==> src/hdl/trte_queue.sv <==
// ----------------------------------------------------------------------------
// trte_queue
// Two-entry queue between the tick classifier and the RSI back end.
// ----------------------------------------------------------------------------
`default_nettype none

module trte_queue #(
  parameter int WIDTH = 8
) (
  input  logic             clk_i,
  input  logic             rst_ni,
  input  logic             push_valid_i,
  output logic             push_ready_o,
  input  logic [WIDTH-1:0] push_data_i,
  output logic             pop_valid_o,
  input  logic             pop_ready_i,
  output logic [WIDTH-1:0] pop_data_o
);

  localparam int               DEPTH = 2;
  localparam logic [1:0]       FULL  = 2'(DEPTH);

  logic [WIDTH-1:0] slot_q [DEPTH];
  logic             wr_q;
  logic             rd_q;
  logic [1:0]       count_q;
  logic             push;
  logic             pop;

  assign push_ready_o = count_q != FULL;
  assign pop_valid_o  = count_q != 2'd0;
  assign pop_data_o   = slot_q[rd_q];
  assign push         = push_valid_i && push_ready_o;
  assign pop          = pop_valid_o && pop_ready_i;

  always_ff @(posedge clk_i or negedge rst_ni) begin
    if (!rst_ni) begin
      wr_q    <= 1'b0;
      rd_q    <= 1'b0;
      count_q <= 2'd0;
    end else begin
      if (push) begin
        wr_q <= ~wr_q;
      end
      if (pop) begin
        rd_q <= ~rd_q;
      end
      if (push && !pop) begin
        count_q <= count_q + 2'd1;
      end else if (pop && !push) begin
        count_q <= count_q - 2'd1;
      end
    end
  end

  always_ff @(posedge clk_i) begin
    if (push) begin
      slot_q[wr_q] <= push_data_i;
    end
  end

endmodule

`default_nettype wire

==> config.mk <==
export PLATFORM = sky130hd
export DESIGN_NAME = trte_queue
export DESIGN_NICKNAME = d
export VERILOG_FILES = /design/src/hdl/trte_queue.sv
export SDC_FILE = /design/constraint.sdc
export NUM_CORES = 1
export LEC_CHECK = 0
export BUFFER_PORTS_ARGS = -buffer_cell sky130_fd_sc_hd__clkbuf_2
export CAP_MARGIN = 5
export CORE_UTILIZATION = 45
export DETAILED_ROUTE_END_ITERATION = 8
export PLACE_DENSITY = 0.7
export REMOVE_ABC_BUFFERS = 1
export SLEW_MARGIN = 20
export SYNTH_ARGS = -nofsm -noshare
export SYNTH_HDL_FRONTEND = slang
export SYNTH_SLANG_ARGS = --single-unit
==> constraint.sdc <==
create_clock -name clk_i -period 2.75 [get_ports clk_i]
set_input_delay 0.1375 -clock clk_i [delete_from_list [all_inputs] [get_ports clk_i]]
set_output_delay 0.1375 -clock clk_i [all_outputs]
set_load 0.01 [all_outputs]
==> impl_metrics.toml <==
[outcome]
outcome = "complete, but fails checks"
failed_checks = "DRC"

[yosys]
yosysTopAreaCellShare = 0.6105
ys_ff_latch = 20
synth.yosys.warnings = 0
syn_area_sq_um = 787.0
synthXorXnorAreaFrac = 0.05564
yosys.area_share.simple = 0.06518
synth_compound_area_frac = 0
adder_and_majority_gate_portion_of_the_synthesized_area = 0.01590
post_synth_inst_count = 43
synth_top_cells_by_area = "edfxtp_1 (61%), dfrtp_1 (13%), mux2_2 (11%), xnor2_1 (3.3%), xor2_1 (2.2%)"
ys_seq_area_frac = 0.7377
avgSynthCellArea_sq_um = 18.30
synth_cell_types = 14
synth.largest_area_cell = "edfxtp_1"
synth.area.mux_share = 0.1145
largest_family_of_logic_cells_by_synthesized_area = "multiplexers"

[detailed_routing]
antenna_left = 0
route.detailed.drc = 2
drt_iter0_drc = 9
routed_via_density = 5.298
postRouteWirelength_microns = 1178
avgRoutedWirePerCell_microns = 14.02
drt_pre_antenna_iters = 6
route.vias.total = 445

[grt]
first_global_vias = 414
first_pass_grt_wire_length_microns = 1911
grt_overflow_total = 0
antenna_found_initial = 0
pin_count_of_the_biggest_net_entering_global_routing = 12
globalRouteTotalUtil = 0.1464

[placement]
finalWeightedCongestion = 0.6402
hpwlAfterDp_microns = 906.4
port_buffers = 21

[die]
fp.dieW_microns = 43.82
io_pins = 22
initial_core_util = 0.4992
dieArea_sq_um = 1920
num_rows = 14
core_sq_um = 1577
die_height_microns = 43.82

[finish]
layout.area.seq_sq_um = 580.6
finalNetCount = 82
final_layout_size_suffix_gt1_frac = 0.5147
multiInputGateArea_sq_um = 197.7
fillers = 139
area_growth_syn_to_layout_pct = 19.87
insertedDiodeCount = 0
post-route-util = 0.5984

[power_and_ir_drop]
p_per_area_nw_per_um2 = 1018
power.switching_mw = 0.3029
switching_fraction = 0.3154
power.share.sequential = 0.508
ir_drop_mv = 0.6191
internal_power_mw = 0.6575
p_clk_frac = 0.145
combinationalPowerShare = 0.348
power.static_leakage_nw = 0.3934

[timing]
finClkSkew_ns = 0.002984
timing.max_slew.rel_slack = 0.5533
final_min_period_over_clock_period = 0.5683
grt_setup_unrepaired = "false"
actual_slew_at_the_worst_max_slew_pin_ns = 0.6676
worst_hold_slack_ns = 0.02534
finalCriticalPeriod_ns = 1.563
timing.setup.tns_ns = 0
final_report_hold_violation_count = 0
final-setup-viol-count = 0
max_freq_mhz = 639.9
maxSlewViolCount = 0

[clocking]
cts_hold_buf = 1
clock_path_buffers = 2
postCtsResizedCells = 0
h-tree-depth = 1
post_cts.repair.setup_buffers = 0
tritoncts = "done"
cts_inserted_buffers = 3
cts_num_sinks = 20
worst_setup_hold_path_clk_slew_ns = 0.10
cts_root_buf = "clkbuf_4"
clock_latency_ns = 0.29

[run]
max_cap_viol_count = 0

[worst_setup_path]
worst_ep_arrival_time_ns = 1.50
cp_max_fo = 8
critPathRequiredTime_ns = 2.69
worst_setup_path_start_kind = "flop"
critical_path_start_end_classification = "reg -> reg"
end_kind = "flop"

[worst_hold_path]
class_of_the_most_critical_hold_timing_path = "in -> reg"
-- worst max-delay path, stage by stage (launching register included) --
cell and delay (ns):
dfrtp_1 0.43, nand2b_4 0.16, nand2_1 0.09, nor2_1 0.53
-- cell type report --
cell class,instances,area share
flip-flops and latches,20,0.6154
multi-input cells,21,0.2095
repair buffers,22,0.1220
clock buffers,4,0.02785
well taps,16,0.02122
inverters,1,0.003979
-- stage by stage --
step                setup WS (ns)  std cells  power [mW]  area, sq um
CTS                         1.154         84      0.9741        943.4
detailed placement          1.166         79      0.8328        907.1
floorplan                   1.364         42      0.7171        782.0
global placement            1.281         79      0.8211        907.1
global route                1.047         84       1.018        943.4
finish                      1.187         84      0.9604        943.4
-- placed cells by master (no fill, tap or decap), drive strengths merged --
cell	n
clkbuf	25
ha	1
and3	1
dfrtp	4
xnor2	3
nand2	2
mux2	8
inv	1
or2	1
edfxtp	16
dlygate4sd3	1
nand2b	1
xor2	2
nor2	2
-- power groups by stage --
stage / logic (mW) / clock network (mW) / registers, mW
final: 0.334 / 0.139 / 0.487
after global placement: 0.329 / 0 / 0.493
after global routing: 0.363 / 0.156 / 0.499
after detailed placement: 0.337 / 0 / 0.496
after floorplan: 0.239 / 0 / 0.478
after CTS: 0.339 / 0.145 / 0.490
-- state kept, by name, summed over array words and instances (netlist names) --
name	count
slot_q	16
count_q	2
rd_q	1
wr_q	1
-- per-layer routing --
metal | part of all wire | vias to the layer above | global-route usage
li1 | - | 208 | -
met5 | 0 | - | 0
met4 | 0.025 | 0 | 0.09375
met2 | 0.50 | 16 | 0.2388
met3 | 0.061 | 3 | 0.03333
met1 | 0.41 | 218 | 0.1737
-- cell families (layout without fill, tap and decap cells) --
| logic type | Yosys count | after routing |
|---|---|---|
| buf+inv | 2 | 27 |
| flops | 20 | 20 |
| fa+ha+maj | 1 | 1 |
| simple gates | 7 | 7 |
| xor+xnor | 5 | 5 |
| mux | 8 | 8 |
-- final timing paths --
path	slack, ns	cells past startpoint	to	startpoint
setup / recovery	1.19	3	slot_q[0][4]	count_q[0]
hold / removal	0.03	1	slot_q[1][0]	push_data_i[0]
setup reg to reg	1.19	3	slot_q[0][4]	count_q[0]
hold reg to reg	0.50	1	wr_q	wr_q
max in group asynchronous	2.45	2	rd_q	rst_ni
min in group asynchronous	0.17	2	count_q[0]	rst_ni
-- synth_stat cells (all sizes together) --
library cell / instances
nand2: 2
xor2: 2
edfxtp: 16
and3: 1
nand2b: 1
dfrtp: 4
xnor2: 3
nor2: 2
ha: 1
mux2: 8
inv: 1
buf: 1
or2: 1
Power figures use the tool's default switching activity.
