$ cat config.mk
export PLATFORM = sky130hd
export DESIGN_NAME = trte_front
export DESIGN_NICKNAME = d
export VERILOG_FILES = /design/src/hdl/trte_pkg.sv /design/src/hdl/trte_front.sv
export SDC_FILE = /design/constraint.sdc
export NUM_CORES = 1
export LEC_CHECK = 0
export BUFFER_PORTS_ARGS = -buffer_cell sky130_fd_sc_hd__buf_2
export CAP_MARGIN = 20
export CORE_MARGIN = 8
export CORE_UTILIZATION = 55
export CTS_CLUSTER_DIAMETER = 100
export DETAILED_ROUTE_END_ITERATION = 16
export PLACE_DENSITY = 0.78
export RECOVER_POWER = 25
export SLEW_MARGIN = 10
export SYNTH_ARGS = -nofsm -noshare
export SYNTH_HDL_FRONTEND = slang
export SYNTH_SLANG_ARGS = --single-unit
$ cat constraint.sdc
create_clock -name clk_i -period 5.4 [get_ports clk_i]
set_input_delay 0 -clock clk_i [delete_from_list [all_inputs] [get_ports clk_i]]
set_output_delay 0 -clock clk_i [all_outputs]
set_load 0.03 [all_outputs]
$ cat src/hdl/trte_pkg.sv
// ----------------------------------------------------------------------------
// trte_pkg
// Types, codes and constants shared by the tick RSI trend engine.
// ----------------------------------------------------------------------------
`default_nettype none

package trte_pkg;

  localparam int DEF_MAX_WINDOW = 64;
  localparam int DEF_PRICE_BITS = 24;
  localparam int MIN_WINDOW     = 2;

  localparam int CFG_INDEX_W = 8;
  localparam int CFG_DATA_W  = 24;

  localparam int WLEN_W   = 7;
  localparam int ALPHA_W  = 16;
  localparam int SPREAD_W = 24;
  localparam int THR_W    = 23;
  localparam int RSI_W    = 15;
  localparam int TREND_W  = 24;
  localparam int DIR_W    = 2;
  localparam int QUOT_W   = 15;

  localparam logic [RSI_W-1:0] RSI_FULL = 15'd25600;
  localparam logic [RSI_W-1:0] RSI_MID  = 15'd12800;
  localparam int               ROUND_HALF = 32768;

  localparam logic [WLEN_W-1:0]   WLEN_RESET   = 7'd14;
  localparam logic [ALPHA_W-1:0]  ALPHA_RESET  = 16'd32768;
  localparam logic [SPREAD_W-1:0] SPREAD_RESET = 24'd50;
  localparam logic [THR_W-1:0]    THR_RESET    = 23'd6554;

  localparam int OUT_DATA_W    = 48;
  localparam int OUT_USER_W    = 3;
  localparam int OUT_RSI_LSB   = 0;
  localparam int OUT_TREND_LSB = 15;
  localparam int OUT_DIR_LSB   = 39;
  localparam int USR_ACCEPTED    = 0;
  localparam int USR_RSI_READY   = 1;
  localparam int USR_TREND_VALID = 2;

  typedef enum logic [CFG_INDEX_W-1:0] {
    CFG_WINDOW = 8'd0,
    CFG_ALPHA  = 8'd1,
    CFG_SPREAD = 8'd2,
    CFG_THRESH = 8'd3
  } cfg_index_e;

  typedef enum logic [DIR_W-1:0] {
    DIR_NONE  = 2'd0,
    DIR_LONG  = 2'd1,
    DIR_SHORT = 2'd2
  } dir_e;

  typedef enum logic [1:0] {
    TICK_DROP,
    TICK_FIRST,
    TICK_CHANGE
  } tick_kind_e;

  typedef struct packed {
    tick_kind_e kind;
    logic       up;
  } tick_ctl_t;

  typedef struct packed {
    logic [WLEN_W-1:0]   window_length;
    logic [ALPHA_W-1:0]  alpha;
    logic [SPREAD_W-1:0] spread_limit;
    logic [THR_W-1:0]    threshold;
  } cfg_t;

  typedef enum logic [2:0] {
    ST_IDLE,
    ST_UPDATE,
    ST_MUL,
    ST_LOAD,
    ST_DIV,
    ST_EMA1,
    ST_EMA2,
    ST_DONE
  } back_state_e;

endpackage

`default_nettype wire

$ cat src/hdl/trte_front.sv
// ----------------------------------------------------------------------------
// trte_front
// Spread filter and doubled-mid tracking; classifies each tick for the back end.
// ----------------------------------------------------------------------------
`default_nettype none

module trte_front #(
  parameter int PRICE_BITS = trte_pkg::DEF_PRICE_BITS
) (
  input  logic                          clk_i,
  input  logic                          rst_ni,
  input  logic                          in_valid_i,
  output logic                          in_ready_o,
  input  logic [PRICE_BITS-1:0]         ask_i,
  input  logic [PRICE_BITS-1:0]         bid_i,
  input  logic [trte_pkg::SPREAD_W-1:0] spread_limit_i,
  output logic                          q_valid_o,
  input  logic                          q_ready_i,
  output trte_pkg::tick_ctl_t           q_ctl_o,
  output logic [PRICE_BITS:0]           q_mag_o
);
  import trte_pkg::*;

  localparam int CMP_W = 33;

  logic [PRICE_BITS-1:0] spread;
  logic [PRICE_BITS:0]   mid2;
  logic [PRICE_BITS:0]   last_mid_q;
  logic                  last_valid_q;
  logic                  pass;
  logic                  take;

  assign spread     = ask_i - bid_i;
  assign pass       = (ask_i > bid_i) && (CMP_W'(spread) <= CMP_W'(spread_limit_i));
  assign mid2       = {1'b0, ask_i} + {1'b0, bid_i};
  assign take       = in_valid_i && q_ready_i;
  assign in_ready_o = q_ready_i;
  assign q_valid_o  = in_valid_i;

  always_comb begin
    q_ctl_o.up = mid2 > last_mid_q;
    q_mag_o    = q_ctl_o.up ? (mid2 - last_mid_q) : (last_mid_q - mid2);
    if (!pass) begin
      q_ctl_o.kind = TICK_DROP;
    end else if (!last_valid_q) begin
      q_ctl_o.kind = TICK_FIRST;
    end else begin
      q_ctl_o.kind = TICK_CHANGE;
    end
  end

  always_ff @(posedge clk_i or negedge rst_ni) begin
    if (!rst_ni) begin
      last_valid_q <= 1'b0;
    end else if (take && pass) begin
      last_valid_q <= 1'b1;
    end
  end

  always_ff @(posedge clk_i) begin
    if (take && pass) begin
      last_mid_q <= mid2;
    end
  end

endmodule

`default_nettype wire

==> metrics.yaml <==
synth.cell_area_um2: 6330
synth_flop_cell: "edfxtp_1"
power.density_nw_per_um2: 317
synthMuxAreaShare: 0.0192
p_clk_frac: 0.070
row_count: 39
switching_share: 0.542
nets: 1099
worstHoldStart: "q_ready_i"
start_util: 0.559
core-area_um2: 11300
synth-seq-cells: 26
pin_count: 106
synth_top_family_by_area: "compound AO/OA/AOI/OAI gates"
drive_gt1_frac: 0.158
yosysWarnings: 0
grt_pass1_wl_um: 26000
combPwrFrac: 0.814
status: "completed"
drv_cap: 0
grt_pass1_vias: 5618
cts_buffers: 3
syn2layout_area_growth_pct: 11.0
grt_max_degree: 23
fmax_ghz: 0.195
fill_cells: 1068
num_vias: 5858
mostFrequentLayoutCells: "inv_1 (125), ha_1 (118), buf_2 (100), a21oi_1 (73), nor2_1 (53)"
synthArstFlopShare: 0.0385
synth_cell_types: 74
routed_wl_um: 15900
syn_avg_cell_area_um2: 7.74
cp.required_ns: 5.40
h-tree-depth: 1
antenna_found_initial: 1
synth_nets: 1019
cts_setup_buffers: 0
synth_fa_ha_area_frac: 0.252
reg2reg_slack_ns: 4.76
p_int_uw: 1020
crit_chain: "buf_2 -> ha_1 -> inv_1 -> fa_1 -> o21ba_1 -> o21ai_2 -> a2111oi_4 -> o311a_4 -> o31a_2 -> o21ba_2 -> o21bai_1 -> xnor2_1 -> ha_2 -> a21oi_1 -> o21ai_0 -> o211ai_1 -> a21o_1 -> a31oi_4 -> buf_12 -> mux2i_1 -> a221oi_2 -> xnor2_1 -> buf_2"
design.die.area_um2: 15200
r2r_end: "last_valid_q"
portBuffers: 105
period_needed_ns: 5.12
fin_cells: 1041
cts_tree: "yes"
setup_ws_ns: 0.281
pre_cts_slack_ns: 0.264
cts_root_buffer: "clkbuf_16"
switchingPower_uw: 1210
slew-limit-headroom: 0.575
path_clk_slew_ns: 0.06
min_delay_worst_endpoint: "last_valid_q"
regArea_um2: 776
whs_path_depth: 3
crit_path_end_kind: "output pin"
vdd_drop_max_mv: 0.349
first_iter_violations: 373
p_seq_frac: 0.116
clkLatencyLatePin_ns: 0.25
cts.sinks: 26
p_leak_uw: 0.00363
synthXorXnorAreaFrac: 0.0968
cp_slowest_cell: "ha_2"
reg2reg_depth: 2
multi_input_area_um2: 4920
finalHoldViolations: 0
ys_seq_area_frac: 0.123
min_path_type: "in2reg"
crit_path_start_kind: "input port"
holdWs_ns: 0.0402
drc: 0
overflow: 0
dp.final_hpwl_um: 13600
die_x_um: 123
final_common_cell: "inv_1"
path_buf_inv: 4
vias_per_cell: 5.63
setup_tns_ns: 0
detail-route-antenna-nets: 0
synth_edf_count: 25
post-route-period-util: 0.948
critPathKind: "in2out"
cp_max_fo: 22
cpLargestDelayFamily: "compound AO/OA/AOI/OAI gates"
synth_compound_area_frac: 0.269
avgRoutedWirePerCell_um: 15.3
synthSimpleGateAreaFrac: 0.137
slowest_delay_ns: 0.47
place_congestion: 0.921
postSynthCellCount: 818
dr.pass1.iters: 5
maxSlewViolCount: 0
skew_ns: 0
final-setup-viol-count: 0
reg2reg_from: "last_valid_q"
worstMarginPinSlew_ns: 0.630
place_inst: 1035
dieHeight_um: 123
total_power_uw: 2230
cp_num_cells: 23
critPathArrivalTime_ns: 5.12
clock_path_buffers: 2
grt_usage: 0.205
[cells by family (layout without fill, tap and decap cells)]
family / after synthesis / in the layout
buf+inv: 163 / 242
other cells: 0 / 1
flops: 26 / 26
mux: 12 / 12
fa+ha+maj: 125 / 125
simple gates: 177 / 177
xor+xnor: 70 / 70
compound gates: 245 / 245
[worst register-to-register path: cells and delay by family (launching register included)]
family,cells,cell delay (ns)
buffers and inverters,1,0.07
AOI/OAI and AO/OA,1,0.06
DFF,1,0.38
[metal layers]
| layer | global-route usage | part of all wire | up-vias |
|---|---|---|---|
| met4 | 0.0572 | 0.016 | 0 |
| met2 | 0.333 | 0.45 | 155 |
| met1 | 0.287 | 0.50 | 2670 |
| met3 | 0.0132 | 0.037 | 19 |
| li1 | - | - | 3014 |
| met5 | 0 | 0 | - |
[power by group through the flow]
stage / Combinational, uW / Sequential, uW / Clock [uW]
floorplan: 1370 / 260 / 0
global placement: 1780 / 261 / 0
detailed placement: 1800 / 262 / 0
CTS: 1800 / 258 / 161
global route: 1980 / 261 / 168
finish: 1810 / 258 / 156
[state kept, by name (all words and copies together) (netlist names)]
register and count:
last_mid_q 25, last_valid_q 1
[what timing repair did]
action                     CTS  global route
hold endpoints to repair     1             0
setup endpoints to repair    0             3
hold buffers                 1             0
resized for setup            0             5
[per-stage QoR]
stage,utilization,instance area (um2)
3_5_place_dp,0.612,6930
4_1_cts,0.620,7020
5_1_grt,0.621,7030
2_1_floorplan,-,6330
6_report,0.621,7030
3_3_place_gp,0.612,6930
[cell type report]
cell class              instances  share of cell area
flip-flops and latches         26               0.110
diodes                          1            0.000356
well taps                     143              0.0254
multi-input cells             629               0.699
repair buffers                113              0.0865
inverters                     125              0.0667
clock inverters                 1            0.000534
clock buffers                   3              0.0107
[synth_stat cells (3+ instances only)]
cell,count,area share
ha_1,121,0.24
buf_4,3,0.0036
xor2_1,20,0.028
a211oi_1,3,0.0036
o21ai_0,26,0.021
a21o_1,44,0.052
o311ai_0,3,0.0042
a31oi_1,11,0.011
o21bai_1,13,0.015
nand4_1,18,0.018
nand2b_1,10,0.0099
a211o_1,7,0.0097
inv_1,125,0.074
nand2_1,35,0.021
or2_2,6,0.0059
o211ai_1,5,0.0059
fa_1,4,0.013
o31ai_1,5,0.0059
nand3_1,15,0.012
clkbuf_1,16,0.0095
a21oi_1,74,0.058
mux2i_1,11,0.017
a221oi_1,3,0.0042
o21ai_1,3,0.0024
a31o_2,3,0.0042
buf_2,16,0.013
nor2b_1,10,0.0099
o21a_1,6,0.0071
and3_1,4,0.0040
xnor2_1,50,0.069
o22ai_1,3,0.0030
a311oi_1,3,0.0042
nor3_1,13,0.010
nor2_1,54,0.032
edfxtp_1,25,0.12
[how the worst max path moves through the flow]
stage	from	end	slack, ns
final	ask_i[0]	q_mag_o[4]	0.28
after global routing	ask_i[0]	q_mag_o[4]	-0.002
after CTS	ask_i[0]	q_mag_o[21]	0.25
after detailed placement	ask_i[0]	q_mag_o[21]	0.26
after global placement	ask_i[0]	q_mag_o[4]	0.36
after floorplan	ask_i[0]	last_mid_q[0]	0.57
No activity file was read; power rests on OpenSTA's default activity.
